==> src/design/rhwp_pkg.sv <==
`timescale 1ns / 1ps

package rhwp_pkg;

    // Widths of the channel fields
    localparam int WORD_W      = 32;
    localparam int BYTES_W     = 3;
    localparam int TAG_W       = 5;
    localparam int STATUS_W    = 3;

    // Configuration register widths and reset values
    localparam int AUTH_LIM_W  = 9;
    localparam int PAY_LIM_W   = 16;
    localparam int CFG_DATA_W  = 16;
    localparam int CFG_INDEX_W = 1;
    localparam logic [AUTH_LIM_W-1:0] AUTH_LIM_RESET = 9'd400;
    localparam logic [PAY_LIM_W-1:0]  PAY_LIM_RESET  = 16'd4096;

    // Protocol ceiling on an opaque auth body
    localparam logic [AUTH_LIM_W-1:0] AUTH_BODY_CAP = 9'd400;

    // Auth body word counter: ceil(400 / 4) fits in seven bits
    localparam int AUTH_WORDS_W = 7;

    // Default sizes handed down from the top level
    localparam int PAYLOAD_COUNT_WIDTH_DEF = 16;
    localparam int QUEUE_DEPTH_DEF         = 2;

    typedef enum logic [CFG_INDEX_W-1:0] {
        REG_MAX_AUTH_BODY = 1'd0,
        REG_MAX_PAYLOAD   = 1'd1
    } cfg_reg_e;

    typedef enum logic [STATUS_W-1:0] {
        ST_OK           = 3'd0,
        ST_TRUNCATED    = 3'd1,
        ST_BAD_TYPE     = 3'd2,
        ST_BAD_VERSION  = 3'd3,
        ST_AUTH_LONG    = 3'd4,
        ST_PAYLOAD_LONG = 3'd5
    } status_e;

    typedef enum logic [TAG_W-1:0] {
        TAG_XID         = 5'd0,
        TAG_MSG_TYPE    = 5'd1,
        TAG_RPCVERS     = 5'd2,
        TAG_PROG        = 5'd3,
        TAG_VERS        = 5'd4,
        TAG_PROC        = 5'd5,
        TAG_CRED_FLAVOR = 5'd6,
        TAG_CRED_LEN    = 5'd7,
        TAG_CRED_BODY   = 5'd8,
        TAG_VERF_FLAVOR = 5'd9,
        TAG_VERF_LEN    = 5'd10,
        TAG_VERF_BODY   = 5'd11,
        TAG_REPLY_STAT  = 5'd12,
        TAG_ACCEPT_STAT = 5'd13,
        TAG_REJECT_STAT = 5'd14,
        TAG_MISMATCH_LO = 5'd15,
        TAG_MISMATCH_HI = 5'd16,
        TAG_AUTH_STAT   = 5'd17,
        TAG_PAYLOAD     = 5'd18,
        TAG_DROPPED     = 5'd19
    } tag_e;

    // Parse position of the header walker
    typedef enum logic [4:0] {
        P_XID, P_TYPE, P_RPCVERS, P_PROG, P_VERS, P_PROC,
        P_CFL, P_CLEN, P_CBODY, P_VFL, P_VLEN, P_VBODY,
        P_RFL, P_RLEN, P_RBODY,
        P_RSTAT, P_ASTAT, P_JSTAT, P_MLO, P_MHI, P_ASTATUS,
        P_PAYLOAD, P_DROP
    } pos_e;

    // Classified request handed from the front to the back
    typedef struct packed {
        tag_e                 tag;
        logic [WORD_W-1:0]    value;
        logic [BYTES_W-1:0]   bytes;
        logic                 last;
        status_e              status;
    } item_t;

    // Field tag of a parse position
    function automatic tag_e tag_of(input pos_e pos);
        tag_e t;
        unique case (pos)
            P_XID:     t = TAG_XID;
            P_TYPE:    t = TAG_MSG_TYPE;
            P_RPCVERS: t = TAG_RPCVERS;
            P_PROG:    t = TAG_PROG;
            P_VERS:    t = TAG_VERS;
            P_PROC:    t = TAG_PROC;
            P_CFL:     t = TAG_CRED_FLAVOR;
            P_CLEN:    t = TAG_CRED_LEN;
            P_CBODY:   t = TAG_CRED_BODY;
            P_VFL, P_RFL:     t = TAG_VERF_FLAVOR;
            P_VLEN, P_RLEN:   t = TAG_VERF_LEN;
            P_VBODY, P_RBODY: t = TAG_VERF_BODY;
            P_RSTAT:   t = TAG_REPLY_STAT;
            P_ASTAT:   t = TAG_ACCEPT_STAT;
            P_JSTAT:   t = TAG_REJECT_STAT;
            P_MLO:     t = TAG_MISMATCH_LO;
            P_MHI:     t = TAG_MISMATCH_HI;
            P_ASTATUS: t = TAG_AUTH_STAT;
            P_PAYLOAD: t = TAG_PAYLOAD;
            default:   t = TAG_DROPPED;
        endcase
        return t;
    endfunction

    // Position that follows an auth length or body
    function automatic pos_e after_auth(input pos_e pos);
        pos_e p;
        unique case (pos)
            P_CLEN, P_CBODY: p = P_VFL;
            P_VLEN, P_VBODY: p = P_PAYLOAD;
            default:         p = P_ASTAT;
        endcase
        return p;
    endfunction

endpackage

==> src/design/rhwp_word_if.sv <==
`timescale 1ns / 1ps

interface rhwp_word_if import rhwp_pkg::*; ();
    logic               valid;
    logic               ready;
    logic [WORD_W-1:0]  word;
    logic [BYTES_W-1:0] valid_bytes;
    logic               end_of_datagram;

    modport source (output valid, word, valid_bytes, end_of_datagram, input ready);
    modport sink   (input valid, word, valid_bytes, end_of_datagram, output ready);
endinterface

==> src/design/rhwp_field_if.sv <==
`timescale 1ns / 1ps

interface rhwp_field_if import rhwp_pkg::*; ();
    logic                valid;
    logic                ready;
    logic [TAG_W-1:0]    field_tag;
    logic [WORD_W-1:0]   field_value;
    logic [BYTES_W-1:0]  value_bytes;
    logic                is_last;
    logic [STATUS_W-1:0] status;

    modport source (output valid, field_tag, field_value, value_bytes, is_last, status,
                    input ready);
    modport sink   (input valid, field_tag, field_value, value_bytes, is_last, status,
                    output ready);
endinterface

==> src/design/rhwp_front.sv <==
`timescale 1ns / 1ps

module rhwp_front import rhwp_pkg::*;
(
    input  logic                  clk,
    input  logic                  rst_n,
    rhwp_word_if.sink             words,
    input  logic [AUTH_LIM_W-1:0] max_auth_body_bytes,
    input  logic                  q_ready,
    output logic                  q_push,
    output item_t                 q_item
);

    pos_e                    pos_reg, pos_next;
    status_e                 err_reg, err_next;
    logic [AUTH_WORDS_W-1:0] awl_reg, awl_next;

    pos_e                    step_pos;
    status_e                 step_err;
    logic [AUTH_WORDS_W-1:0] step_awl;
    logic [AUTH_LIM_W-1:0]   auth_lim;
    logic [AUTH_LIM_W:0]     len_round;
    logic [AUTH_WORDS_W-1:0] len_words;
    logic [AUTH_WORDS_W-1:0] body_left;

    // Accept whenever the queue has room
    assign words.ready = q_ready;
    assign q_push      = words.valid && q_ready;

    // Clamp the auth limit and round a body length up to whole words
    assign auth_lim  = (max_auth_body_bytes > AUTH_BODY_CAP) ? AUTH_BODY_CAP
                                                              : max_auth_body_bytes;
    assign len_round = {1'b0, words.word[AUTH_LIM_W-1:0]} + (AUTH_LIM_W+1)'(3);
    assign len_words = len_round[AUTH_LIM_W-1:2];
    assign body_left = (awl_reg != '0) ? awl_reg - AUTH_WORDS_W'(1) : awl_reg;

    // Classify the word and step the header walker
    always_comb
    begin
        step_pos = pos_reg;
        step_err = ST_OK;
        step_awl = awl_reg;

        q_item.tag    = tag_of(pos_reg);
        q_item.value  = words.word;
        q_item.bytes  = words.valid_bytes;
        q_item.last   = words.end_of_datagram;
        q_item.status = ST_OK;

        if (err_reg != ST_OK || pos_reg == P_DROP)
        begin
            q_item.tag    = TAG_DROPPED;
            q_item.status = err_reg;
        end
        else if (pos_reg == P_PAYLOAD)
        begin
            // payload limits are checked downstream
            q_item.status = ST_OK;
        end
        else
        begin
            if (words.valid_bytes != BYTES_W'(4))
            begin
                step_err = ST_TRUNCATED;
            end
            else
            begin
                unique case (pos_reg)
                    P_XID:     step_pos = P_TYPE;
                    P_TYPE:
                    begin
                        if (words.word == '0)
                            step_pos = P_RPCVERS;
                        else if (words.word == WORD_W'(1))
                            step_pos = P_RSTAT;
                        else
                            step_err = ST_BAD_TYPE;
                    end
                    P_RPCVERS:
                    begin
                        if (words.word != WORD_W'(2))
                            step_err = ST_BAD_VERSION;
                        else
                            step_pos = P_PROG;
                    end
                    P_PROG:    step_pos = P_VERS;
                    P_VERS:    step_pos = P_PROC;
                    P_PROC:    step_pos = P_CFL;
                    P_CFL:     step_pos = P_CLEN;
                    P_VFL:     step_pos = P_VLEN;
                    P_RFL:     step_pos = P_RLEN;
                    P_CLEN, P_VLEN, P_RLEN:
                    begin
                        if (words.word > {{(WORD_W-AUTH_LIM_W){1'b0}}, auth_lim})
                        begin
                            step_err = ST_AUTH_LONG;
                        end
                        else
                        begin
                            step_awl = len_words;
                            if (len_words == '0)
                                step_pos = after_auth(pos_reg);
                            else if (pos_reg == P_CLEN)
                                step_pos = P_CBODY;
                            else if (pos_reg == P_VLEN)
                                step_pos = P_VBODY;
                            else
                                step_pos = P_RBODY;
                        end
                    end
                    P_CBODY, P_VBODY, P_RBODY:
                    begin
                        step_awl = body_left;
                        step_pos = (body_left != '0) ? pos_reg : after_auth(pos_reg);
                    end
                    P_RSTAT:   step_pos = (words.word == '0) ? P_RFL : P_JSTAT;
                    P_ASTAT:   step_pos = (words.word == WORD_W'(2)) ? P_MLO : P_PAYLOAD;
                    P_JSTAT:   step_pos = (words.word == '0) ? P_MLO : P_ASTATUS;
                    P_MLO:     step_pos = P_MHI;
                    P_MHI:     step_pos = P_PAYLOAD;
                    P_ASTATUS: step_pos = P_PAYLOAD;
                    default:   step_pos = P_DROP;
                endcase
                // header cut short by the end of the datagram
                if (step_err == ST_OK && words.end_of_datagram && step_pos != P_PAYLOAD)
                    step_err = ST_TRUNCATED;
            end
            q_item.status = step_err;
            if (step_err != ST_OK)
                step_pos = P_DROP;
        end
    end

    // Advance on each request, start over after the last word
    always_comb
    begin
        pos_next = pos_reg;
        err_next = err_reg;
        awl_next = awl_reg;
        if (q_push)
        begin
            if (words.end_of_datagram)
            begin
                pos_next = P_XID;
                err_next = ST_OK;
                awl_next = '0;
            end
            else if (err_reg == ST_OK && pos_reg != P_DROP && pos_reg != P_PAYLOAD)
            begin
                pos_next = step_pos;
                awl_next = step_awl;
                if (step_err != ST_OK)
                    err_next = step_err;
            end
        end
    end

    always_ff @(posedge clk or negedge rst_n)
    begin
        if (!rst_n)
        begin
            pos_reg <= P_XID;
            err_reg <= ST_OK;
            awl_reg <= '0;
        end
        else
        begin
            pos_reg <= pos_next;
            err_reg <= err_next;
            awl_reg <= awl_next;
        end
    end

    a_error_drops: assert property (@(posedge clk) disable iff (!rst_n)
        err_reg != ST_OK |-> pos_reg == P_DROP)
        else $error("held error without drop position");

    a_last_restarts: assert property (@(posedge clk) disable iff (!rst_n)
        q_push && words.end_of_datagram |=> pos_reg == P_XID && err_reg == ST_OK)
        else $error("parse did not restart after last word");

endmodule

==> src/design/rhwp_queue.sv <==
`timescale 1ns / 1ps

module rhwp_queue import rhwp_pkg::*;
#(
    parameter int DEPTH = QUEUE_DEPTH_DEF
)
(
    input  logic  clk,
    input  logic  rst_n,
    input  logic  push,
    input  item_t push_item,
    output logic  in_ready,
    input  logic  pop,
    output logic  out_valid,
    output item_t head_item
);

    localparam int PTR_W = (DEPTH > 1) ? $clog2(DEPTH) : 1;
    localparam int CNT_W = $clog2(DEPTH + 1);

    item_t            mem_reg [DEPTH];
    logic [PTR_W-1:0] wr_ptr_reg, wr_ptr_next;
    logic [PTR_W-1:0] rd_ptr_reg, rd_ptr_next;
    logic [CNT_W-1:0] count_reg, count_next;

    assign in_ready  = count_reg != CNT_W'(DEPTH);
    assign out_valid = count_reg != '0;
    assign head_item = mem_reg[rd_ptr_reg];

    // Advance pointers with wrap at the depth
    always_comb
    begin
        wr_ptr_next = wr_ptr_reg;
        rd_ptr_next = rd_ptr_reg;
        count_next  = count_reg;
        if (push)
            wr_ptr_next = (wr_ptr_reg == PTR_W'(DEPTH - 1)) ? '0 : wr_ptr_reg + PTR_W'(1);
        if (pop)
            rd_ptr_next = (rd_ptr_reg == PTR_W'(DEPTH - 1)) ? '0 : rd_ptr_reg + PTR_W'(1);
        if (push && !pop)
            count_next = count_reg + CNT_W'(1);
        else if (pop && !push)
            count_next = count_reg - CNT_W'(1);
    end

    always_ff @(posedge clk or negedge rst_n)
    begin
        if (!rst_n)
        begin
            wr_ptr_reg <= '0;
            rd_ptr_reg <= '0;
            count_reg  <= '0;
        end
        else
        begin
            wr_ptr_reg <= wr_ptr_next;
            rd_ptr_reg <= rd_ptr_next;
            count_reg  <= count_next;
        end
    end

    // Write the entry storage
    always_ff @(posedge clk)
    begin
        if (push)
            mem_reg[wr_ptr_reg] <= push_item;
    end

    a_no_underflow: assert property (@(posedge clk) disable iff (!rst_n)
        pop |-> count_reg != '0)
        else $error("pop from empty queue");

    a_no_overflow: assert property (@(posedge clk) disable iff (!rst_n)
        push |-> count_reg != CNT_W'(DEPTH) || pop)
        else $error("push into full queue");

endmodule

==> src/design/rhwp_back.sv <==
`timescale 1ns / 1ps

module rhwp_back import rhwp_pkg::*;
#(
    parameter int PAYLOAD_COUNT_WIDTH = PAYLOAD_COUNT_WIDTH_DEF
)
(
    input  logic                 clk,
    input  logic                 rst_n,
    input  logic                 q_valid,
    input  item_t                q_item,
    output logic                 q_pop,
    input  logic [PAY_LIM_W-1:0] max_payload_bytes,
    rhwp_field_if.source         fields
);

    localparam int CW = PAYLOAD_COUNT_WIDTH;
    localparam int TW = (CW + 1 > PAY_LIM_W + 1) ? CW + 1 : PAY_LIM_W + 1;

    logic [CW-1:0]      pay_count_reg, pay_count_next;
    logic               pay_drop_reg, pay_drop_next;
    logic               out_valid_reg;
    item_t              out_item_reg, out_item_next;

    logic [BYTES_W-1:0] add_bytes;
    logic [CW:0]        total;
    logic               over_limit;

    // Take a request when the output register is free or draining
    assign q_pop = q_valid && (!out_valid_reg || fields.ready);

    // Running payload total against the limit
    assign add_bytes  = (q_item.bytes > BYTES_W'(4)) ? BYTES_W'(4) : q_item.bytes;
    assign total      = {1'b0, pay_count_reg} + (CW+1)'(add_bytes);
    assign over_limit = TW'(total) > TW'(max_payload_bytes);

    always_comb
    begin
        pay_count_next = pay_count_reg;
        pay_drop_next  = pay_drop_reg;
        out_item_next  = q_item;
        if (q_item.tag == TAG_PAYLOAD)
        begin
            if (pay_drop_reg)
            begin
                out_item_next.tag    = TAG_DROPPED;
                out_item_next.status = ST_PAYLOAD_LONG;
            end
            else if (over_limit)
            begin
                out_item_next.status = ST_PAYLOAD_LONG;
                pay_drop_next        = 1'b1;
            end
            else
            begin
                // saturate at the counter width
                pay_count_next = total[CW] ? {CW{1'b1}} : total[CW-1:0];
            end
        end
        if (q_item.last)
        begin
            pay_count_next = '0;
            pay_drop_next  = 1'b0;
        end
    end

    always_ff @(posedge clk or negedge rst_n)
    begin
        if (!rst_n)
        begin
            pay_count_reg <= '0;
            pay_drop_reg  <= 1'b0;
            out_valid_reg <= 1'b0;
        end
        else
        begin
            if (q_pop)
            begin
                pay_count_reg <= pay_count_next;
                pay_drop_reg  <= pay_drop_next;
            end
            if (q_pop)
                out_valid_reg <= 1'b1;
            else if (fields.ready)
                out_valid_reg <= 1'b0;
        end
    end

    // Load the output register
    always_ff @(posedge clk)
    begin
        if (q_pop)
            out_item_reg <= out_item_next;
    end

    assign fields.valid       = out_valid_reg;
    assign fields.field_tag   = out_item_reg.tag;
    assign fields.field_value = out_item_reg.value;
    assign fields.value_bytes = out_item_reg.bytes;
    assign fields.is_last     = out_item_reg.last;
    assign fields.status      = out_item_reg.status;

    a_last_clears: assert property (@(posedge clk) disable iff (!rst_n)
        q_pop && q_item.last |=> pay_count_reg == '0 && !pay_drop_reg)
        else $error("payload state kept past last word");

endmodule

==> src/design/rpc_header_word_parser_top.sv <==
`timescale 1ns / 1ps

// Channel  Dir  Handshake        Payload
// words    in   valid / ready    word[31:0], valid_bytes[2:0], end_of_datagram
// fields   out  valid / ready    field_tag[4:0], field_value[31:0], value_bytes[2:0],
//                                is_last, status[2:0]
// cfg      in   cfg_we           cfg_index[0], cfg_data[15:0]
//
// One word per cycle sustained while fields is ready; an accepted word passes through the
// queue entry and then the output register before it is on fields.
// The header walker in the front decides each word combinationally.
// Reset is asynchronous, active low, and returns the parse to the xid word.
// A stalled output fills the queue; words stops accepting only once the queue is full.

module rpc_header_word_parser_top import rhwp_pkg::*;
#(
    parameter int PAYLOAD_COUNT_WIDTH = PAYLOAD_COUNT_WIDTH_DEF,
    parameter int QUEUE_DEPTH         = QUEUE_DEPTH_DEF
)
(
    input  logic                   clk,
    input  logic                   rst_n,
    rhwp_word_if.sink              words,
    rhwp_field_if.source           fields,
    input  logic                   cfg_we,
    input  logic [CFG_INDEX_W-1:0] cfg_index,
    input  logic [CFG_DATA_W-1:0]  cfg_data
);

    logic [AUTH_LIM_W-1:0] max_auth_reg;
    logic [PAY_LIM_W-1:0]  max_pay_reg;

    logic  q_push;
    logic  q_ready;
    logic  q_valid;
    logic  q_pop;
    item_t push_item;
    item_t head_item;

    // Hold the limit registers
    always_ff @(posedge clk or negedge rst_n)
    begin
        if (!rst_n)
        begin
            max_auth_reg <= AUTH_LIM_RESET;
            max_pay_reg  <= PAY_LIM_RESET;
        end
        else if (cfg_we)
        begin
            unique case (cfg_reg_e'(cfg_index))
                REG_MAX_AUTH_BODY: max_auth_reg <= cfg_data[AUTH_LIM_W-1:0];
                REG_MAX_PAYLOAD:   max_pay_reg  <= cfg_data[PAY_LIM_W-1:0];
                default:           max_pay_reg  <= max_pay_reg;
            endcase
        end
    end

    rhwp_front u_front
    (
        .clk                 (clk),
        .rst_n               (rst_n),
        .words               (words),
        .max_auth_body_bytes (max_auth_reg),
        .q_ready             (q_ready),
        .q_push              (q_push),
        .q_item              (push_item)
    );

    rhwp_queue #(
        .DEPTH (QUEUE_DEPTH)
    ) u_queue
    (
        .clk       (clk),
        .rst_n     (rst_n),
        .push      (q_push),
        .push_item (push_item),
        .in_ready  (q_ready),
        .pop       (q_pop),
        .out_valid (q_valid),
        .head_item (head_item)
    );

    rhwp_back #(
        .PAYLOAD_COUNT_WIDTH (PAYLOAD_COUNT_WIDTH)
    ) u_back
    (
        .clk               (clk),
        .rst_n             (rst_n),
        .q_valid           (q_valid),
        .q_item            (head_item),
        .q_pop             (q_pop),
        .max_payload_bytes (max_pay_reg),
        .fields            (fields)
    );

endmodule
==> src/flat_wrapper.sv <==
// flat-port wrapper written by rule: the top's interface ports become plain ports
module rpc_header_word_parser_top_flat import rhwp_pkg::*;
#(
    parameter int PAYLOAD_COUNT_WIDTH = PAYLOAD_COUNT_WIDTH_DEF,
    parameter int QUEUE_DEPTH         = QUEUE_DEPTH_DEF
)
  (clk, rst_n, cfg_we, cfg_index, cfg_data, words_valid, words_word, words_valid_bytes, words_end_of_datagram, words_ready, fields_valid, fields_field_tag, fields_field_value, fields_value_bytes, fields_is_last, fields_status, fields_ready);
  rhwp_word_if words_i ();
  rhwp_field_if fields_i ();
  input  logic clk;
  input  logic rst_n;
  input  logic cfg_we;
  input  logic [CFG_INDEX_W-1:0] cfg_index;
  input  logic [CFG_DATA_W-1:0] cfg_data;
  input wire logic [$bits(words_i.valid)-1:0] words_valid;
  input wire logic [$bits(words_i.word)-1:0] words_word;
  input wire logic [$bits(words_i.valid_bytes)-1:0] words_valid_bytes;
  input wire logic [$bits(words_i.end_of_datagram)-1:0] words_end_of_datagram;
  output wire logic [$bits(words_i.ready)-1:0] words_ready;
  output wire logic [$bits(fields_i.valid)-1:0] fields_valid;
  output wire logic [$bits(fields_i.field_tag)-1:0] fields_field_tag;
  output wire logic [$bits(fields_i.field_value)-1:0] fields_field_value;
  output wire logic [$bits(fields_i.value_bytes)-1:0] fields_value_bytes;
  output wire logic [$bits(fields_i.is_last)-1:0] fields_is_last;
  output wire logic [$bits(fields_i.status)-1:0] fields_status;
  input wire logic [$bits(fields_i.ready)-1:0] fields_ready;
  assign words_i.valid = words_valid;
  assign words_i.word = words_word;
  assign words_i.valid_bytes = words_valid_bytes;
  assign words_i.end_of_datagram = words_end_of_datagram;
  assign words_ready = words_i.ready;
  assign fields_valid = fields_i.valid;
  assign fields_field_tag = fields_i.field_tag;
  assign fields_field_value = fields_i.field_value;
  assign fields_value_bytes = fields_i.value_bytes;
  assign fields_is_last = fields_i.is_last;
  assign fields_status = fields_i.status;
  assign fields_i.ready = fields_ready;
  rpc_header_word_parser_top #(.PAYLOAD_COUNT_WIDTH(PAYLOAD_COUNT_WIDTH), .QUEUE_DEPTH(QUEUE_DEPTH)) u_core (.clk(clk), .rst_n(rst_n), .words(words_i), .fields(fields_i), .cfg_we(cfg_we), .cfg_index(cfg_index), .cfg_data(cfg_data));
endmodule
==> config.mk <==
export PLATFORM = sky130hd
export DESIGN_NAME = rpc_header_word_parser_top_flat
export DESIGN_NICKNAME = d
export VERILOG_FILES = /design/src/design/rhwp_pkg.sv /design/src/design/rhwp_word_if.sv /design/src/design/rhwp_field_if.sv /design/src/design/rhwp_front.sv /design/src/design/rhwp_queue.sv /design/src/design/rhwp_back.sv /design/src/design/rpc_header_word_parser_top.sv /design/src/flat_wrapper.sv
export SDC_FILE = /design/constraint.sdc
export NUM_CORES = 1
export LEC_CHECK = 0
export CAP_MARGIN = 20
export CORE_ASPECT_RATIO = 1.1
export CORE_MARGIN = 2
export CORE_UTILIZATION = 40
export DETAILED_ROUTE_END_ITERATION = 10
export DONT_BUFFER_PORTS = 1
export SYNTH_ARGS = -nofsm -noshare
export SYNTH_HDL_FRONTEND = slang
export SYNTH_HIERARCHICAL = 1
export SYNTH_SLANG_ARGS = --single-unit
==> constraint.sdc <==
create_clock -name clk -period 4.55 [get_ports clk]
set_input_delay 0.91 -clock clk [delete_from_list [all_inputs] [get_ports clk]]
set_output_delay 0.91 -clock clk [all_outputs]
set_load 0.005 [all_outputs]
==> Word-level counts from Yosys, hierarchy flattened <==
Memories as Yosys holds them, arrays and structs flattened.
Cells that the tools add are included.
{ "word_totals": {"reg_bits": 106, "ram_bits": 88, "romBits": 160, "input_bits": 58, "output_inout_bits": 46, "wordCells": 183, "memories": 2} }
{ "op_classes": {"addsub": 7, "n_lt_le_gt_ge": 4, "eq_ne": 38, "mux": 73, "bitwise_logic": 1, "reduce_logical": 42} }
{ "mem_list": {"columns": ["name", "depth", "width", "read_ports", "rd_clocked_by_memory_dff", "write_ports", "line_no", "rtl"], "rows": [
  ["(name not given)", 32, 5, 1, 0, 0, "rhwp_pkg.sv:87", "unique case (pos)"],
  ["u_core.u_queue.mem_reg", 2, 44, 1, 0, 1, "rhwp_queue.sv:21", "item_t mem_reg [DEPTH];"]
]} }
{ "ops": {"columns": ["cell", "n"], "rows": [
  ["$mux W5", 19],
  ["$mux W16", 5],
  ["$pmux W5 S16", 1],
  ["$mux W3", 22],
  ["$mux W7", 7],
  ["$eq A5 B4 Y1 const B", 8],
  ["$eq A5 B5 Y1 const B", 8],
  ["$eq A32 B1 Y1 const B", 1],
  ["$eq A32 B2 Y1 const B", 1],
  ["$gt A32 B9 Y1", 1],
  ["$logic_not A32 Y1", 1],
  ["$ne A32 B2 Y1 const B", 1],
  ["$eq A5 B3 Y1 const B", 4],
  ["$add A16 B3 Y17", 1],
  ["$gt A17 B16 Y1", 1],
  ["$ne A5 B5 Y1 const B", 3],
  ["$pmux W7 S2", 1],
  ["$reduce_bool A7 Y1", 2],
  ["$ne A2 B2 Y1 const B", 6],
  ["$reduce_bool A2 Y1", 6],
  ["$reduce_bool A3 Y1", 4],
  ["$eq A5 B2 Y1 const B", 2],
  ["$mux W1", 10],
  ["$mux W2", 5],
  ["27 further kinds", 45]
]} }

==> Depth between registers and ports, before layout <==
{ "depth": {"word_depth": 21, "depth_mapped": 21, "depth_no_buf": 18} }

==> By module <==
Netlist, hierarchy kept.
{ "modules_own_cells": {"columns": ["mod", "n_inst", "cells_each", "area_per_inst_um2", "seq_area_each_um2"], "rows": [
  ["rhwp_queue", 1, 153, 3564.7, 2742.6],
  ["rhwp_back", 1, 242, 2971.6, 1771.7],
  ["rhwp_front", 1, 380, 2742.6, 375.4],
  ["rpc_header_word_parser_top", 1, 54, 1027.2, 630.6]
]} }

==> Worst setup path before layout <==
Ideal clock, no wire load.
{ "synth_path": {"path_kind": "register -> register", "startpoint": "register u_core.u_queue.rd_ptr_reg", "endpoint": "register u_core.u_back.out_item_reg (netlist bit u_core/u_back/fields.status[1]), data pin", "setup_ns": 0.255, "arrival_ns": 4.090, "required_ns": 4.295, "setup_slack_ns": 0.205, "path_stages_with_launch": 20, "path_buffers": 2, "period_less_slack_ns": 4.345, "cell_sequence": "dfrtp_1 > buf_6 > buf_12 > mux2_4 > nor2b_1 > ha_1 > inv_1 > fa_1 > nor2b_1 > o21bai_1 > nor2_1 > xor2_1 > ha_1 > nand3_2 > or4_4 > a31o_1 > a31oi_4 > or2_1 > nand2_1 > and2_1"} }
{ "synth_rtl": {"columns": ["item", "line_no", "rtl"], "rows": [
  ["from (decl)", "rhwp_queue.sv:23", "logic [PTR_W-1:0] rd_ptr_reg, rd_ptr_next;"],
  ["from (signal assigned)", "rhwp_queue.sv:57", "rd_ptr_reg <= rd_ptr_next;"],
  ["to (signal assigned)", "rhwp_back.sv:93", "out_item_reg <= out_item_next;"],
  ["to (decl)", "rhwp_back.sv:23", "item_t out_item_reg, out_item_next;"]
]} }

==> results by group <==
Floorplanning
  – Io pins: 104
  – Die extent in x: between 150 and 200 um
  – Die area: ~0.027 mm^2
  – Initial Util: 40.67%
  – Num rows: 61
  – Core area: about 0.025 mm^2
  – Die Y: 172.4 um

Global route
  – Total global routing overflow: 0
  – Pin count of the biggest net entering global routing: 63
  – Initial antenna violation count: 0
  – First-pass GRT wire length: roughly 33 mm
  – Vias in the first global route: 6114
  – GRT Overall Usage: between 15 and 20%

Setup path
  – Worst-path cell chain: mux2_4 > nor2b_1 > ha_2 > inv_1 > fa_1 > nor2b_2 > o21bai_2 > nor2_1 > xor2_1 > ha_1 > nand3_2 > or4_4 > a31o_1 > a31oi_4 > or2_4 > nand2_1 > and2_1
  – CP Capture Type: register
  – Critical path peak fanout: 6
  – Delay-heaviest family, CP: simple AND/OR/NAND/NOR gates
  – Startpoint Class: register
  – Setup CP Type: register to register
  – Crit-path slowest cell: or4_4
  – Worst EP arrival: between 4 and 5 ns
  – WP buf/inv: 1
  – Register-to-Register Setup Slack: 0.23 ns
  – Critical Path Max Stage Delay: roughly 0.56 ns
  – WP data required: ~4.7 ns

Synth
  – Share of the yosys chip area belonging to registers: between 50 and 60%
  – Top cell type's share of synthesized area: between 30% and 40%
  – Adder-Cell Fraction of Synth Area: roughly 4.4%
  – Top cells by area, synth: edfxtp_1 (38%), dfrtp_1 (14%), mux2_4 (8.4%)
  – Post-synth top flop: edfxtp_1
  – Syn Nets: 923
  – Synthesis-stage register bit count: 194
  – Simple-Gate Fraction of Synth Area: 11.97%
  – Asr flop ratio synth: between 30% and 40%
  – Synth Cell Area: slightly above 0.01 mm^2
  – Largest family of logic cells by synthesized area: simple AND/OR/NAND/NOR gates
  – Post-synthesis compound-gate area fraction: between 10% and 20%
  – Post-Synth XOR/XNOR Area: 2.464%
  – Synth cell types: 87
  – Number of synthesized flops with an enable pin: 132
  – Syn Inst Count: approximately 830
  – Mux share of post-synthesis cell area: a little over a tenth
  – Yosys warning total: 6
  – Avg Inst Size Synth: ~12 um^2
  – Synth area leader: edfxtp_1

Detailed routing
  – Drt pass-1 iters: 5
  – Via Count: 6156
  – Total Wirelength: 21.12 mm
  – Number of routed nets with antenna violations: 0
  – Detailed-route DRC error count: 0
  – DR iter-0 viols: between 400 and 500
  – DR vias/cell: between 5 and 6
  – Avg WL per Cell: 18.30 um

Final layout
  – Max FFs per register: 88
  – ANT cells: 0
  – Share of cells above drive strength 1: between 10% and 20%
  – Fin nets: 890
  – P&R area growth vs syn: 6.410%

Power and ir drop
  – Sequential Power Share: between 40 and 50%
  – Internal power: 4168 uW
  – Pwr Density: about 570 mW/mm^2
  – NetSw: 2099 uW
  – Switch share: ~33%
  – Max IR drop VDD: around 0.27 mV
  – Clock share of power: approximately 22%
  – Combinational Power Share: ~32%
  – Pleak: approximately 0.0043 uW

Clock tree
  – Clk sinks: about 190
  – Cts hold-fix bufs: 0
  – Clk slew on worst S/H paths: 0.07 ns
  – CTS Buf Count: 17
  – Root Buffer Master: clkbuf_16
  – Htree depth: 4
  – Deepest clock path buffer count: 2
  – CTS tree: done
  – Clock Latency Late Sink: roughly 0.43 ns

STA
  – Period Utilization, post-route: between 90 and 100%
  – Tmin final: 4.319 ns
  – Worst-margin pin slew: just under 1 ns
  – Setup TNS: 0 ns
  – Final hold vios: 0
  – Worst clock skew: approximately 0.011 ns
  – Final setup vio count: 0
  – Max Fclk: roughly 230 MHz
  – Pins Over Slew Limit: 0
  – Hold slack final: between 0.15 and 0.2 ns
  – Max-Slew Margin vs Limit: 35.69%

Place
  – GPL Wtd Cong: 0.9129
  – DP HPWL: about 15 mm
  – Port Buffers: 0

Run status
  – Outcome: complete, no violations

Min path
  – Min-delay worst type: input port to async pin

Run
  – Max_cap viols: 0
[power by group through the flow]
stage / clock network (uW) / registers (uW) / logic (uW)
floorplan: 0 / 2770 / 1740
global placement: 0 / 2880 / 1980
detailed placement: 0 / 2900 / 2000
CTS: 1430 / 2860 / 2010
global route: 1510 / 2910 / 2270
finish: 1390 / 2850 / 2030
[cell usage after synthesis (6+ instances only)]
| library cell | n |
|---|---|
| and3_1 | 6 |
| mux2_4 | 58 |
| buf_4 | 37 |
| a21o_1 | 6 |
| xor2_1 | 11 |
| mux2_2 | 15 |
| o21bai_1 | 6 |
| nand3_1 | 19 |
| nand2_1 | 62 |
| nor2b_1 | 17 |
| inv_1 | 45 |
| o211ai_1 | 8 |
| edfxtp_1 | 132 |
| dfrtp_1 | 58 |
| ha_1 | 35 |
| clkbuf_1 | 21 |
| nor3_1 | 17 |
| xnor2_1 | 18 |
| o21ai_0 | 29 |
| o31ai_1 | 12 |
| or3_1 | 10 |
| nand2b_1 | 10 |
| nor4_1 | 9 |
| a21oi_1 | 25 |
| a22o_1 | 9 |
| nor2_1 | 31 |
| nand4_1 | 9 |
[final cells by class]
class / count / area [um^2]
fillers: 2346 / 14370
flip-flops and latches: 194 / 5522
multi-input cells: 520 / 4134
well taps: 346 / 432.9
clock buffers: 18 / 429.2
inverters: 45 / 168.9
repair buffers: 18 / 155.1
clock inverters: 13 / 125.1
[cells in the final DEF, fill, tap and decap left out, types with 5 or more instances in the layout]
cell type / Yosys / routed
a21oi_1: 25 / 25
mux2_2: 15 / 15
or3_1: 10 / 10
o21ai_0: 29 / 29
nor3_1: 17 / 17
o21bai_1: 6 / 5
ha_1: 35 / 34
nand4_1: 9 / 9
a21o_1: 6 / 6
mux2_4: 58 / 58
a32oi_1: 5 / 5
nand3_1: 19 / 19
inv_1: 45 / 45
o211ai_1: 8 / 8
edfxtp_1: 132 / 132
nand2_1: 62 / 62
buf_4: 37 / 17
clkbuf_16: 0 / 17
xor2_1: 11 / 11
nor2b_1: 17 / 15
dfrtp_1: 58 / 57
a22o_1: 9 / 9
nor4_1: 9 / 9
o31ai_1: 12 / 12
xnor2_1: 18 / 18
nor2_1: 31 / 31
a211oi_1: 5 / 5
nand2b_1: 10 / 10
and3_1: 6 / 6
[worst paths after layout]
check,startpoint,end,depth (start not counted)
min reg2reg,u_core/u_queue/count_reg[1],u_core/u_queue/count_reg[1],1
max,u_core/u_queue/rd_ptr_reg,u_core/u_back/fields.status[1],17
min,rst_n,u_core/u_back/pay_count_reg[11],0
max in group asynchronous,rst_n,u_core/max_pay_reg[12],0
min in group clk,u_core/u_queue/count_reg[1],u_core/u_queue/count_reg[1],1
max reg2reg,u_core/u_queue/rd_ptr_reg,u_core/u_back/fields.status[1],17
[per-layer routing]
metal | track usage, % | wire (um) | vias up | part of all wire (%)
met5 | 0 | 0 | - | 0
met4 | 6.285 | 590 | 0 | 2.8
met2 | 26.16 | 10110 | 177 | 48
met1 | 20.52 | 9116 | 2965 | 43
li1 | - | - | 2977 | -
met3 | 4.612 | 1302 | 37 | 6.2
[per-stage QoR]
stage | instances | total power [uW] | utilization (%) | worst slack [ns] | instance area [um^2]
after floorplan | 829 | 4511 | - | 0.2051 | 10310
after global placement | 1119 | 4863 | 40.83 | 0.2005 | 10340
after detailed placement | 1119 | 4897 | 40.83 | 0.09030 | 10340
after CTS | 1150 | 6305 | 43.01 | 0.08378 | 10900
after global routing | 1154 | 6688 | 43.28 | -0.01326 | 10970
final | 1154 | 6268 | 43.28 | 0.2312 | 10970
[what timing repair did]
item / CTS / global route
setup endpoints to repair: 0 / 14
buffers inserted: 0 / 2
resized for setup: 0 / 5
[cells by family (layout without fill, tap and decap cells)]
kind of cell,Yosys count,after routing
and+or+nand+nor,227,227
DFF,194,194
AOI/OAI and AO/OA,151,151
buffers and inverters,115,94
muxes,77,77
adders and majority gates,36,36
xor gates and xnor gates,29,29
Power figures use the tool's default switching activity.
